[src/hdl/rau_pkg.sv]
`default_nettype none
// ----------------------------------------------------------------------------
// Rational arithmetic unit package
// Shared types, commands and controller states.
// ----------------------------------------------------------------------------
package rau_pkg;

    localparam int OPERAND_WIDTH_DEF = 16;
    localparam int RES_NUM_W = 33;
    localparam int RES_DEN_W = 31;

    typedef enum logic [1:0] {
        CMD_ADD = 2'd0,
        CMD_SUB = 2'd1,
        CMD_MUL = 2'd2,
        CMD_DIV = 2'd3
    } t_cmd;

    typedef enum logic [2:0] {
        ST_IDLE,
        ST_PROD,
        ST_SUM,
        ST_GCD,
        ST_DIVN,
        ST_DIVD,
        ST_OUT
    } t_state;

    typedef struct packed {
        logic load;
        logic prod;
        logic sum;
        logic gcd_step;
        logic div_start;
        logic div_den;
        logic div_step;
    } t_ctrl;

    typedef struct packed {
        logic bad;
        logic num_zero;
        logic gcd_done;
        logic div_done;
    } t_stat;

    typedef struct packed {
        logic [RES_NUM_W-1:0] result_num;
        logic [RES_DEN_W-1:0] result_den;
        logic                 bad_operand;
    } t_out;

endpackage : rau_pkg
`default_nettype wire

[src/hdl/rational_arithmetic_unit_core.sv]
`default_nettype none
// ----------------------------------------------------------------------------
// Rational arithmetic unit core
// Adds, subtracts, multiplies or divides two signed fractions and reduces.
// ----------------------------------------------------------------------------
// One request at a time. After acceptance a request forms the products,
// then the sum, then binary GCD steps until r_ga is zero (their number
// is set by the bit lengths of the magnitudes), then two restoring
// divisions on the shared divider, then the result waits until taken.
// Operand errors and zero numerators skip the reduction and the
// divisions and go straight to the result.
module rational_arithmetic_unit_core
    import rau_pkg::*;
#(
    parameter int OPERAND_WIDTH = OPERAND_WIDTH_DEF
) (
    input  wire logic i_clk,
    input  wire logic i_rst_n,
    input  wire logic i_in_valid,
    output logic      o_in_ready,
    input  wire logic [1:0]               i_cmd,
    input  wire logic [OPERAND_WIDTH-1:0] i_left_num,
    input  wire logic [OPERAND_WIDTH-1:0] i_left_den,
    input  wire logic [OPERAND_WIDTH-1:0] i_right_num,
    input  wire logic [OPERAND_WIDTH-1:0] i_right_den,
    output logic      o_out_valid,
    input  wire logic i_out_ready,
    output t_out      o_out
);
    t_ctrl w_ctrl;
    t_stat w_stat;

    rau_ctrl u_ctrl (
        .i_clk, .i_rst_n, .i_in_valid, .o_in_ready, .o_out_valid,
        .i_out_ready, .i_stat(w_stat), .o_ctrl(w_ctrl)
    );

    rau_dp #(.OPERAND_WIDTH(OPERAND_WIDTH)) u_dp (
        .i_clk, .i_ctrl(w_ctrl), .i_cmd,
        .i_ln(i_left_num), .i_ld(i_left_den),
        .i_rn(i_right_num), .i_rd(i_right_den),
        .o_stat(w_stat), .o_res(o_out)
    );

endmodule : rational_arithmetic_unit_core
`default_nettype wire

[src/hdl/rau_ctrl.sv]
`default_nettype none
// ----------------------------------------------------------------------------
// Rational arithmetic unit controller
// Sequences products, sum, binary GCD reduction and the two divisions.
// ----------------------------------------------------------------------------
module rau_ctrl
    import rau_pkg::*;
(
    input  wire logic  i_clk,
    input  wire logic  i_rst_n,
    input  wire logic  i_in_valid,
    output logic       o_in_ready,
    output logic       o_out_valid,
    input  wire logic  i_out_ready,
    input  wire t_stat i_stat,
    output t_ctrl      o_ctrl
);
    t_state r_state, n_state;

    always_ff @(posedge i_clk) begin
        if (!i_rst_n) begin
            r_state <= ST_IDLE;
        end else begin
            r_state <= n_state;
        end
    end

    always_comb begin
        n_state     = r_state;
        o_ctrl      = '0;
        o_in_ready  = 1'b0;
        o_out_valid = 1'b0;
        unique case (r_state)
            ST_IDLE: begin
                o_in_ready = 1'b1;
                if (i_in_valid) begin
                    o_ctrl.load = 1'b1;
                    n_state = ST_PROD;
                end
            end
            ST_PROD: begin
                o_ctrl.prod = 1'b1;
                n_state = ST_SUM;
            end
            ST_SUM: begin
                o_ctrl.sum = 1'b1;
                n_state = ST_GCD;
            end
            ST_GCD: begin
                // Errors and zero numerators skip the reduction entirely.
                if (i_stat.bad || i_stat.num_zero) begin
                    n_state = ST_OUT;
                end else if (i_stat.gcd_done) begin
                    o_ctrl.div_start = 1'b1;
                    n_state = ST_DIVN;
                end else begin
                    o_ctrl.gcd_step = 1'b1;
                end
            end
            ST_DIVN: begin
                if (i_stat.div_done) begin
                    o_ctrl.div_start = 1'b1;
                    o_ctrl.div_den   = 1'b1;
                    n_state = ST_DIVD;
                end else begin
                    o_ctrl.div_step = 1'b1;
                end
            end
            ST_DIVD: begin
                o_ctrl.div_den = 1'b1;
                if (i_stat.div_done) begin
                    n_state = ST_OUT;
                end else begin
                    o_ctrl.div_step = 1'b1;
                end
            end
            ST_OUT: begin
                o_out_valid = 1'b1;
                if (i_out_ready) begin
                    n_state = ST_IDLE;
                end
            end
            default: n_state = ST_IDLE;
        endcase
    end

    a_no_overlap: assert property (@(posedge i_clk) disable iff (!i_rst_n)
        !(o_in_ready && o_out_valid)) else $error("ready and valid overlap");
    a_load_leaves_idle: assert property (@(posedge i_clk) disable iff (!i_rst_n)
        o_ctrl.load |=> r_state == ST_PROD) else $error("load did not start");
    a_out_holds: assert property (@(posedge i_clk) disable iff (!i_rst_n)
        o_out_valid && !i_out_ready |=> o_out_valid) else $error("result dropped");

endmodule : rau_ctrl
`default_nettype wire

[src/hdl/rau_dp.sv]
`default_nettype none
// ----------------------------------------------------------------------------
// Rational arithmetic unit datapath
// Products, signed sum, binary GCD reduction and restoring divider.
// ----------------------------------------------------------------------------
module rau_dp
    import rau_pkg::*;
#(
    parameter int OPERAND_WIDTH = OPERAND_WIDTH_DEF
) (
    input  wire logic                     i_clk,
    input  wire t_ctrl                    i_ctrl,
    input  wire logic [1:0]               i_cmd,
    input  wire logic [OPERAND_WIDTH-1:0] i_ln,
    input  wire logic [OPERAND_WIDTH-1:0] i_ld,
    input  wire logic [OPERAND_WIDTH-1:0] i_rn,
    input  wire logic [OPERAND_WIDTH-1:0] i_rd,
    output t_stat                         o_stat,
    output t_out                          o_res
);
    localparam int W  = OPERAND_WIDTH;
    localparam int PW = 2 * W;
    localparam int SW = PW + 1;
    localparam int CW = $clog2(SW + 1);

    function automatic logic [W-1:0] f_mag(input logic [W-1:0] v);
        f_mag = v[W-1] ? (~v + 1'b1) : v;
    endfunction

    t_cmd r_cmd;
    logic [W-1:0] r_lnm, r_ldm, r_rnm, r_rdm;
    logic r_lns, r_lds, r_rns, r_rds;
    logic [PW-1:0] r_pa, r_pb, r_pd;
    logic r_pas, r_pbs, r_pds;
    logic [SW-1:0] r_num, r_den, r_ga, r_gb, r_rem, r_quo, r_dvd, r_g, r_qn;
    logic r_neg, r_bad;
    logic [CW-1:0] r_cnt;
    logic [CW-1:0] r_k;

    logic [SW:0] w_trial;
    logic [SW-1:0] w_sum_a, w_sum_b;

    assign w_sum_a = {1'b0, r_pa};
    assign w_sum_b = {1'b0, r_pb};

    always_ff @(posedge i_clk) begin
        if (i_ctrl.load) begin
            r_cmd <= t_cmd'(i_cmd);
            r_lnm <= f_mag(i_ln); r_lns <= i_ln[W-1];
            r_ldm <= f_mag(i_ld); r_lds <= i_ld[W-1];
            r_rnm <= f_mag(i_rn); r_rns <= i_rn[W-1];
            r_rdm <= f_mag(i_rd); r_rds <= i_rd[W-1];
        end
        if (i_ctrl.prod) begin
            r_bad <= (r_ldm == '0) || (r_rdm == '0)
                || (r_cmd == CMD_DIV && r_rnm == '0);
            unique case (r_cmd)
                CMD_ADD, CMD_SUB: begin
                    r_pa <= PW'(r_lnm) * PW'(r_rdm); r_pas <= r_lns ^ r_rds;
                    r_pb <= PW'(r_rnm) * PW'(r_ldm);
                    r_pbs <= r_rns ^ r_lds ^ (r_cmd == CMD_SUB);
                    r_pd <= PW'(r_ldm) * PW'(r_rdm); r_pds <= r_lds ^ r_rds;
                end
                CMD_MUL: begin
                    r_pa <= PW'(r_lnm) * PW'(r_rnm); r_pas <= r_lns ^ r_rns;
                    r_pb <= '0; r_pbs <= 1'b0;
                    r_pd <= PW'(r_ldm) * PW'(r_rdm); r_pds <= r_lds ^ r_rds;
                end
                default: begin
                    r_pa <= PW'(r_lnm) * PW'(r_rdm); r_pas <= r_lns ^ r_rds;
                    r_pb <= '0; r_pbs <= 1'b0;
                    r_pd <= PW'(r_ldm) * PW'(r_rnm); r_pds <= r_lds ^ r_rns;
                end
            endcase
        end
        if (i_ctrl.sum) begin
            // Signed-magnitude sum; the sign of a zero is don't-care here.
            if (r_pas == r_pbs) begin
                r_num <= w_sum_a + w_sum_b;
                r_ga  <= w_sum_a + w_sum_b;
                r_neg <= r_pas ^ r_pds;
            end else if (r_pa >= r_pb) begin
                r_num <= w_sum_a - w_sum_b;
                r_ga  <= w_sum_a - w_sum_b;
                r_neg <= r_pas ^ r_pds;
            end else begin
                r_num <= w_sum_b - w_sum_a;
                r_ga  <= w_sum_b - w_sum_a;
                r_neg <= r_pbs ^ r_pds;
            end
            r_den <= {1'b0, r_pd};
            r_gb  <= {1'b0, r_pd};
            r_k   <= '0;
        end
        // Binary GCD: common factors of two are counted in r_k, odd pairs
        // are reduced by subtraction. The GCD is r_gb << r_k once r_ga is zero.
        if (i_ctrl.gcd_step) begin
            priority if (!r_ga[0] && !r_gb[0]) begin
                r_ga <= r_ga >> 1;
                r_gb <= r_gb >> 1;
                r_k  <= r_k + 1'b1;
            end else if (!r_ga[0]) begin
                r_ga <= r_ga >> 1;
            end else if (!r_gb[0]) begin
                r_gb <= r_gb >> 1;
            end else if (r_ga >= r_gb) begin
                r_ga <= r_ga - r_gb;
            end else begin
                r_gb <= r_gb - r_ga;
            end
        end
        if (i_ctrl.div_start) begin
            r_dvd <= i_ctrl.div_den ? r_den : r_num;
            r_g   <= i_ctrl.div_den ? r_g : (r_gb << r_k);
            r_rem <= '0;
            r_cnt <= CW'(SW);
            if (i_ctrl.div_den) r_qn <= r_quo;
        end
        if (i_ctrl.div_step) begin
            r_rem <= w_trial[SW] ? w_trial[SW-1:0] + r_g : w_trial[SW-1:0];
            r_quo <= {r_quo[SW-2:0], ~w_trial[SW]};
            r_dvd <= {r_dvd[SW-2:0], 1'b0};
            r_cnt <= r_cnt - 1'b1;
        end
    end

    assign w_trial = {1'b0, r_rem[SW-2:0], r_dvd[SW-1]} - {1'b0, r_g};

    assign o_stat.bad      = r_bad;
    assign o_stat.num_zero = (r_num == '0);
    assign o_stat.gcd_done = (r_ga == '0);
    assign o_stat.div_done = (r_cnt == '0);

    always_comb begin
        if (r_bad) begin
            o_res = '{result_num: '0, result_den: '0, bad_operand: 1'b1};
        end else if (r_num == '0) begin
            o_res = '{result_num: '0, result_den: RES_DEN_W'(1), bad_operand: 1'b0};
        end else begin
            o_res.result_num  = r_neg ? RES_NUM_W'(~r_qn + 1'b1) : RES_NUM_W'(r_qn);
            o_res.result_den  = RES_DEN_W'(r_quo);
            o_res.bad_operand = 1'b0;
        end
    end

endmodule : rau_dp
`default_nettype wire

[config.mk]
export PLATFORM = sky130hd
export DESIGN_NAME = rational_arithmetic_unit_core
export DESIGN_NICKNAME = d
export VERILOG_FILES = /design/src/hdl/rau_pkg.sv /design/src/hdl/rational_arithmetic_unit_core.sv /design/src/hdl/rau_ctrl.sv /design/src/hdl/rau_dp.sv
export SDC_FILE = /design/constraint.sdc
export NUM_CORES = 2
export LEC_CHECK = 0
export BUFFER_PORTS_ARGS = -buffer_cell sky130_fd_sc_hd__buf_2
export CAP_MARGIN = 20
export CORE_MARGIN = 2
export CORE_UTILIZATION = 42
export DETAILED_ROUTE_END_ITERATION = 10
export SLEW_MARGIN = 25
export SYNTH_ARGS = -nofsm -noshare
export SYNTH_HDL_FRONTEND = slang
export SYNTH_HIERARCHICAL = 1
export SYNTH_SLANG_ARGS = --single-unit
[constraint.sdc]
create_clock -name i_clk -period 15.2 [get_ports i_clk]
set_input_delay 1.52 -clock i_clk [delete_from_list [all_inputs] [get_ports i_clk]]
set_output_delay 1.52 -clock i_clk [all_outputs]
set_load 0.02 [all_outputs]
# Yosys cells after proc, flatten, opt, wreduce, memory -nomap -nowiden
# Index checks and enable logic that the tools add are counted.
[op_classes]
addsub = 14
n_mul = 4
n_lt_le_gt_ge = 2
eq_ne = 15
n_shift = 1
n_mux = 59
bitwise_logic = 14
reduce_logical = 21
[op_table]
columns = ["cell", "n"]
rows = [
  ["$mux 33", 18],
  ["$mux 32", 5],
  ["$mux 65", 2],
  ["$mul 16x16->32", 4],
  ["$logic_not 33->1", 2],
  ["$sub 32x32->33", 2],
  ["$sub 33x33->33", 2],
  ["$add 16x1->16 const B", 4],
  ["$not 16->16", 4],
  ["$mux 15", 4],
  ["$logic_not 16->1", 3],
  ["$sub 33x33->34", 1],
  ["$add 32x32->33", 1],
  ["$add 33x1->33 const B", 1],
  ["$ge 33x33->1", 1],
  ["$not 33->33", 1],
  ["$shl 33x6->33", 1],
  ["$add 32x32->32", 1],
  ["$ge 32x32->1", 1],
  ["$mux 6", 5],
  ["$pmux 3 s7", 1],
  ["$mux 3", 6],
  ["$mux 1", 14],
  ["$eq 3x3->1 const B", 3],
  ["26 further kinds", 43],
]
[totals]
regBits = 481
input_bits = 70
output_inout_bits = 67
word_cells = 164

# Longest topological paths before layout
[logic_depth]
ltp_word = 9
ltp_mapped = 25
mapped_depth_nobuf = 23

# Modules after synthesis
# The synthesis kept the hierarchy.
[modules_own_cells]
columns = ["module", "n_inst", "cells_each", "area_each_um2"]
rows = [
  ["rau_dp", 1, 7618, 67857.6],
  ["rau_ctrl", 1, 37, 290.3],
]

# Least setup slack after synthesis
# No wires, ideal clock.
[synth_timing]
kind = "register -> register"
startpoint = "register u_ctrl.r_state[0]"
endpoint = "register u_dp.r_bad (enable)"
setup_time_ns = 0.701
t_arrival_ns = 7.916
t_required_ns = 14.499
slack_ns = 6.583
path_stages_with_launch = 3
period_less_slack_ns = 8.617
path_cell_list = "dfxtp_1 > clkbuf_1 > nor3b_1"
[synth_lines]
columns = ["item", "line", "text"]
rows = [
  ["start, declared", "rau_ctrl.sv:18", "t_state r_state, n_state;"],
  ["start signal, assigned", "rau_ctrl.sv:24", "r_state <= n_state;"],
  ["end signal, assigned", "rau_dp.sv:55", "r_bad <= (r_ldm == '0) || (r_rdm == '0)"],
  ["end, declared", "rau_dp.sv:36", "logic r_neg, r_bad;"],
]

# Worst setup path after layout
[layout_timing]
startpoint = "register u_dp.r_rdm[1]"
endpoint = "register u_dp.r_pa[28], data pin"
[layout_between]
elab_chain_cells = 2
[layout_lines]
columns = ["item", "line", "text"]
rows = [
  ["start, declared", "rau_dp.sv:31", "logic [W-1:0] r_lnm, r_ldm, r_rnm, r_rdm;"],
  ["start signal, assigned", "rau_dp.sv:52", "r_rdm <= f_mag(i_rd); r_rds <= i_rd[W-1];"],
  ["$mul 16x16->32", "rau_dp.sv:59, rau_dp.sv:70", ""],
  ["$mux 32", "--", ""],
  ["end signal, assigned", "rau_dp.sv:59", "r_pa <= PW'(r_lnm) * PW'(r_rdm); r_pas <= r_lns ^ r_rds;"],
  ["end signal, assigned", "rau_dp.sv:65", "r_pa <= PW'(r_lnm) * PW'(r_rnm); r_pas <= r_lns ^ r_rns;"],
  ["end signal, assigned", "rau_dp.sv:70", "r_pa <= PW'(r_lnm) * PW'(r_rdm); r_pas <= r_lns ^ r_rds;"],
  ["end, declared", "rau_dp.sv:33", "logic [PW-1:0] r_pa, r_pb, r_pd;"],
]
# Every way passes these cells.
# A chain may end at the register's enable or synchronous reset.

==> flow_summary_export.csv <==
group,metric,value,unit
worst_setup_path,cpPeakStageDelay,840,ps
synth,netlist_instances,7655,
synth,synth_top_area_cell,"fa_1",
routing,drt_iter0_drc,4797,
synth,seq_area_frac_synth,0.201,
synth,synth_cell_types,90,
cells_and_area,fin_area,0.0727,mm²
sta,fin_skew,76.7,ps
routing,vias,54600,
sta,rsz0062_at_grt,"no",
cells_and_area,syn2layout_area_growth,6.67,%
min_path,min_path_cells,0,
job,drv_cap,0,
synth,muxShareOfSynthArea,0.0245,
sta,worst_pin_slew,1080,ps
worst_setup_path,critPathMaxFanout,18,
grt,grt.overflow.total,0,
routing,routed_wl,204,mm
floorplanning,initial_core_util,0.423,
cts,ctsResizeCount,0,
synth,synth_top_family_by_area,"adder cells",
worst_setup_path,crit_buf_inv,4,
routing,avgRoutedWirePerCell,20.9,µm
worst_setup_path,critPathRequiredTime,15550,ps
cells_and_area,drive_gt1_frac,0.0534,
min_path,holdCritStartpoint,"u_dp/r_quo[32]",
grt,grt_pass1_vias,54900,
placed_design,io_buffers,136,
worst_setup_path,timing.rr.end,"u_dp/r_pa[28]",
min_path,hp-class,"reg -> reg",
sta,finalCritPeriodShare,0.509,
sta,drv_slew,0,
synth,synth_compound_area_frac,0.132,
outcome,outcome,"finished clean",
floorplanning,pin_count,137,
routing,drtPass1Iterations,7,
synth,synth_seq_cells,481,
synth,synth-adder-area-share,0.349,
worst_setup_path,path_cells,"buf_4 > nand2_1 > fa_1 > fa_1 > fa_1 > inv_1 > fa_1 > fa_1 > inv_1 > fa_1 > inv_1 > ha_1 > nor3_1 > nor2_1 > a2111oi_0 > o21ai_0 > a2111oi_0 > or2_2 > a31oi_1 > o21ai_0 > nor4b_1 > a211oi_1",
synth,avgSynthCellArea,8.90,µm²
floorplanning,die-area,0.165,mm²
sta,setup_viol,0,
cts,cts_sinks,481,
cts,cts_tree,"built",
placed_design,place_area,0.0708,mm²
routing,vias_per_cell,5.60,
worst_setup_path,worst_path_max_delay_cell,"edfxtp_1",
cts,ctsHtreeMaxLevel,2,
placed_design,place_inst,9653,
cts,path_clk_slew,60,ps
synth,synth-xor-area-share,0.0416,
synth,yosys-top-cells-area,"fa_1 23%, edfxtp_1 18%, ha_1 12%, inv_1 6.4%, nand2_1 5.3%",
synth,synthesis.area,0.0681,mm²
floorplanning,fp.dieH,407,µm
worst_setup_path,regToRegSetupSlack,7460,ps
cts,holdBufCountCts,0,
worst_setup_path,crit_family,"adder cells",
cells_and_area,nets,9053,
sta,relSlewSlack,0.276,
worst_setup_path,path_class,"reg -> reg",
synth,async_reset_ff_frac,0,
synth,synth_simple_gate_area_frac,0.166,
synth,synth.most_common_cell,"inv_1",
placed_design,dp_hpwl,155,mm
cts,clkLatencyLatePin,690,ps
sta,fmax,0.129,GHz
grt,grt_antenna_before_repair,3,
sta,fin_tns_setup,0,ps
grt,grt_max_degree,69,
synth,synth_top_area_frac,0.230,
routing,drc,0,
sta,period_minus_slack,7740,ps
cells_and_area,fin_cells,9757,
synth,synthesis.nets,9157,
worst_setup_path,startpoint_type,"flop",
worst_setup_path,r2r_start,"u_dp/r_rdm[1]",
synth,synth_warnings,6,
cts,cts_setup_buffers,0,
floorplanning,die_w,407,µm
grt,grt_usage,0.246,
worst_setup_path,cpMostUsedCell,"fa_1",
cts,cts_made_buffers,55,
sta,hold_viol_final,0,
min_path,min_to,"u_dp/r_qn[32]",
grt,grt_pass1_wl,318,mm
synth,yosys-top-cells-count,"1162 x inv_1, 959 x nand2_1, 783 x fa_1",
placed_design,gp_congestion,0.968,
synth,synthFlopType,"edfxtp_1",
routing,antenna_left,0,
cts,clock_tree.root_cell,"clkbuf_16",
worst_setup_path,arrival,8090,ps
worst_setup_path,crit_path_end_kind,"flop",
worst_setup_path,r2r_cells,22,
floorplanning,core_area,0.161,mm²
cts,cts_buffer_depth,3,
synth,synth_edf_count,405,
floorplanning,rows,147,
per-layer routing:
layer / wire length, µm / track usage
met5: 0 / 0
met4: 7080 / 0.0782
met3: 14400 / 0.0345
met2: 90700 / 0.391
met1: 92100 / 0.345
final cells by class:
cell class | count | area [µm²]
Fill cell | 15700 | 88200
Clock inverter | 39 | 402
Multi-Input combinational cell | 5612 | 48600
Antenna cell | 1 | 2.50
Inverter | 1166 | 4380
Sequential cell | 481 | 13700
Tap cell | 2160 | 2700
Timing Repair Buffer | 235 | 1430
Clock buffer | 63 | 1450
sequential cells by signal (all words and copies together) (netlist names), 33 cells and up:
name        flops
u_dp/r_dvd     33
u_dp/r_g       33
u_dp/r_ga      33
u_dp/r_gb      33
u_dp/r_num     33
u_dp/r_qn      33
u_dp/r_quo     33
stage by stage:
| stage | setup slack (ps) | hold slack [ps] | utilization |
|---|---|---|---|
| final | 7460 | 435 | 0.452 |
| after global routing | 6970 | 447 | 0.452 |
| after CTS | 7460 | 440 | 0.452 |
| after detailed placement | 7480 | 423 | 0.440 |
| after global placement | 7610 | 401 | 0.440 |
| after floorplan | 6580 | 400 | - |
worst max-delay path by stage:
stage / startpoint / endpoint / slack, ps / cells past startpoint
3_3_place_gp: u_dp/r_rdm[1] / u_dp/r_pa[24] / 7610 / 22
5_1_grt: u_dp/r_rdm[1] / u_dp/r_pa[28] / 6970 / 22
3_5_place_dp: u_dp/r_rdm[1] / u_dp/r_pa[24] / 7480 / 22
6_report: u_dp/r_rdm[1] / u_dp/r_pa[28] / 7460 / 22
2_1_floorplan: u_ctrl/r_state[0] / u_dp/r_bad / 6580 / 2
4_1_cts: u_dp/r_rdm[1] / u_dp/r_pa[24] / 7460 / 22
kinds of logic after synthesis:
kind of cell | count (synthesis)
simple gates | 2334
flops | 481
buf+inv | 1562
fa+ha+maj | 1432
mux | 141
xor+xnor | 324
compound gates | 1381
cell usage in the layout (no fill, tap or decap), types with 43 or more instances in the layout:
cell	n
and2_1	520
edfxtp_1	405
ha_1	649
clkbuf_16	55
o21a_1	48
a31oi_1	53
o31ai_1	51
nand2_1	959
mux2i_1	116
nor4_1	50
nor2b_1	64
o21bai_1	59
fa_1	783
xnor2_1	205
a21oi_1	366
a21o_1	151
inv_1	1162
xor2_1	117
buf_4	98
nor2_1	353
o21ai_0	298
nand3_1	66
dfxtp_1	75
nand4_1	49
nor3_1	72
buf_2	136
nand2b_1	43
a211oi_1	53
Power is left out: the tool's default activity adds up to more than one toggle a clock period on the data nets, which glitch-free logic cannot reach.
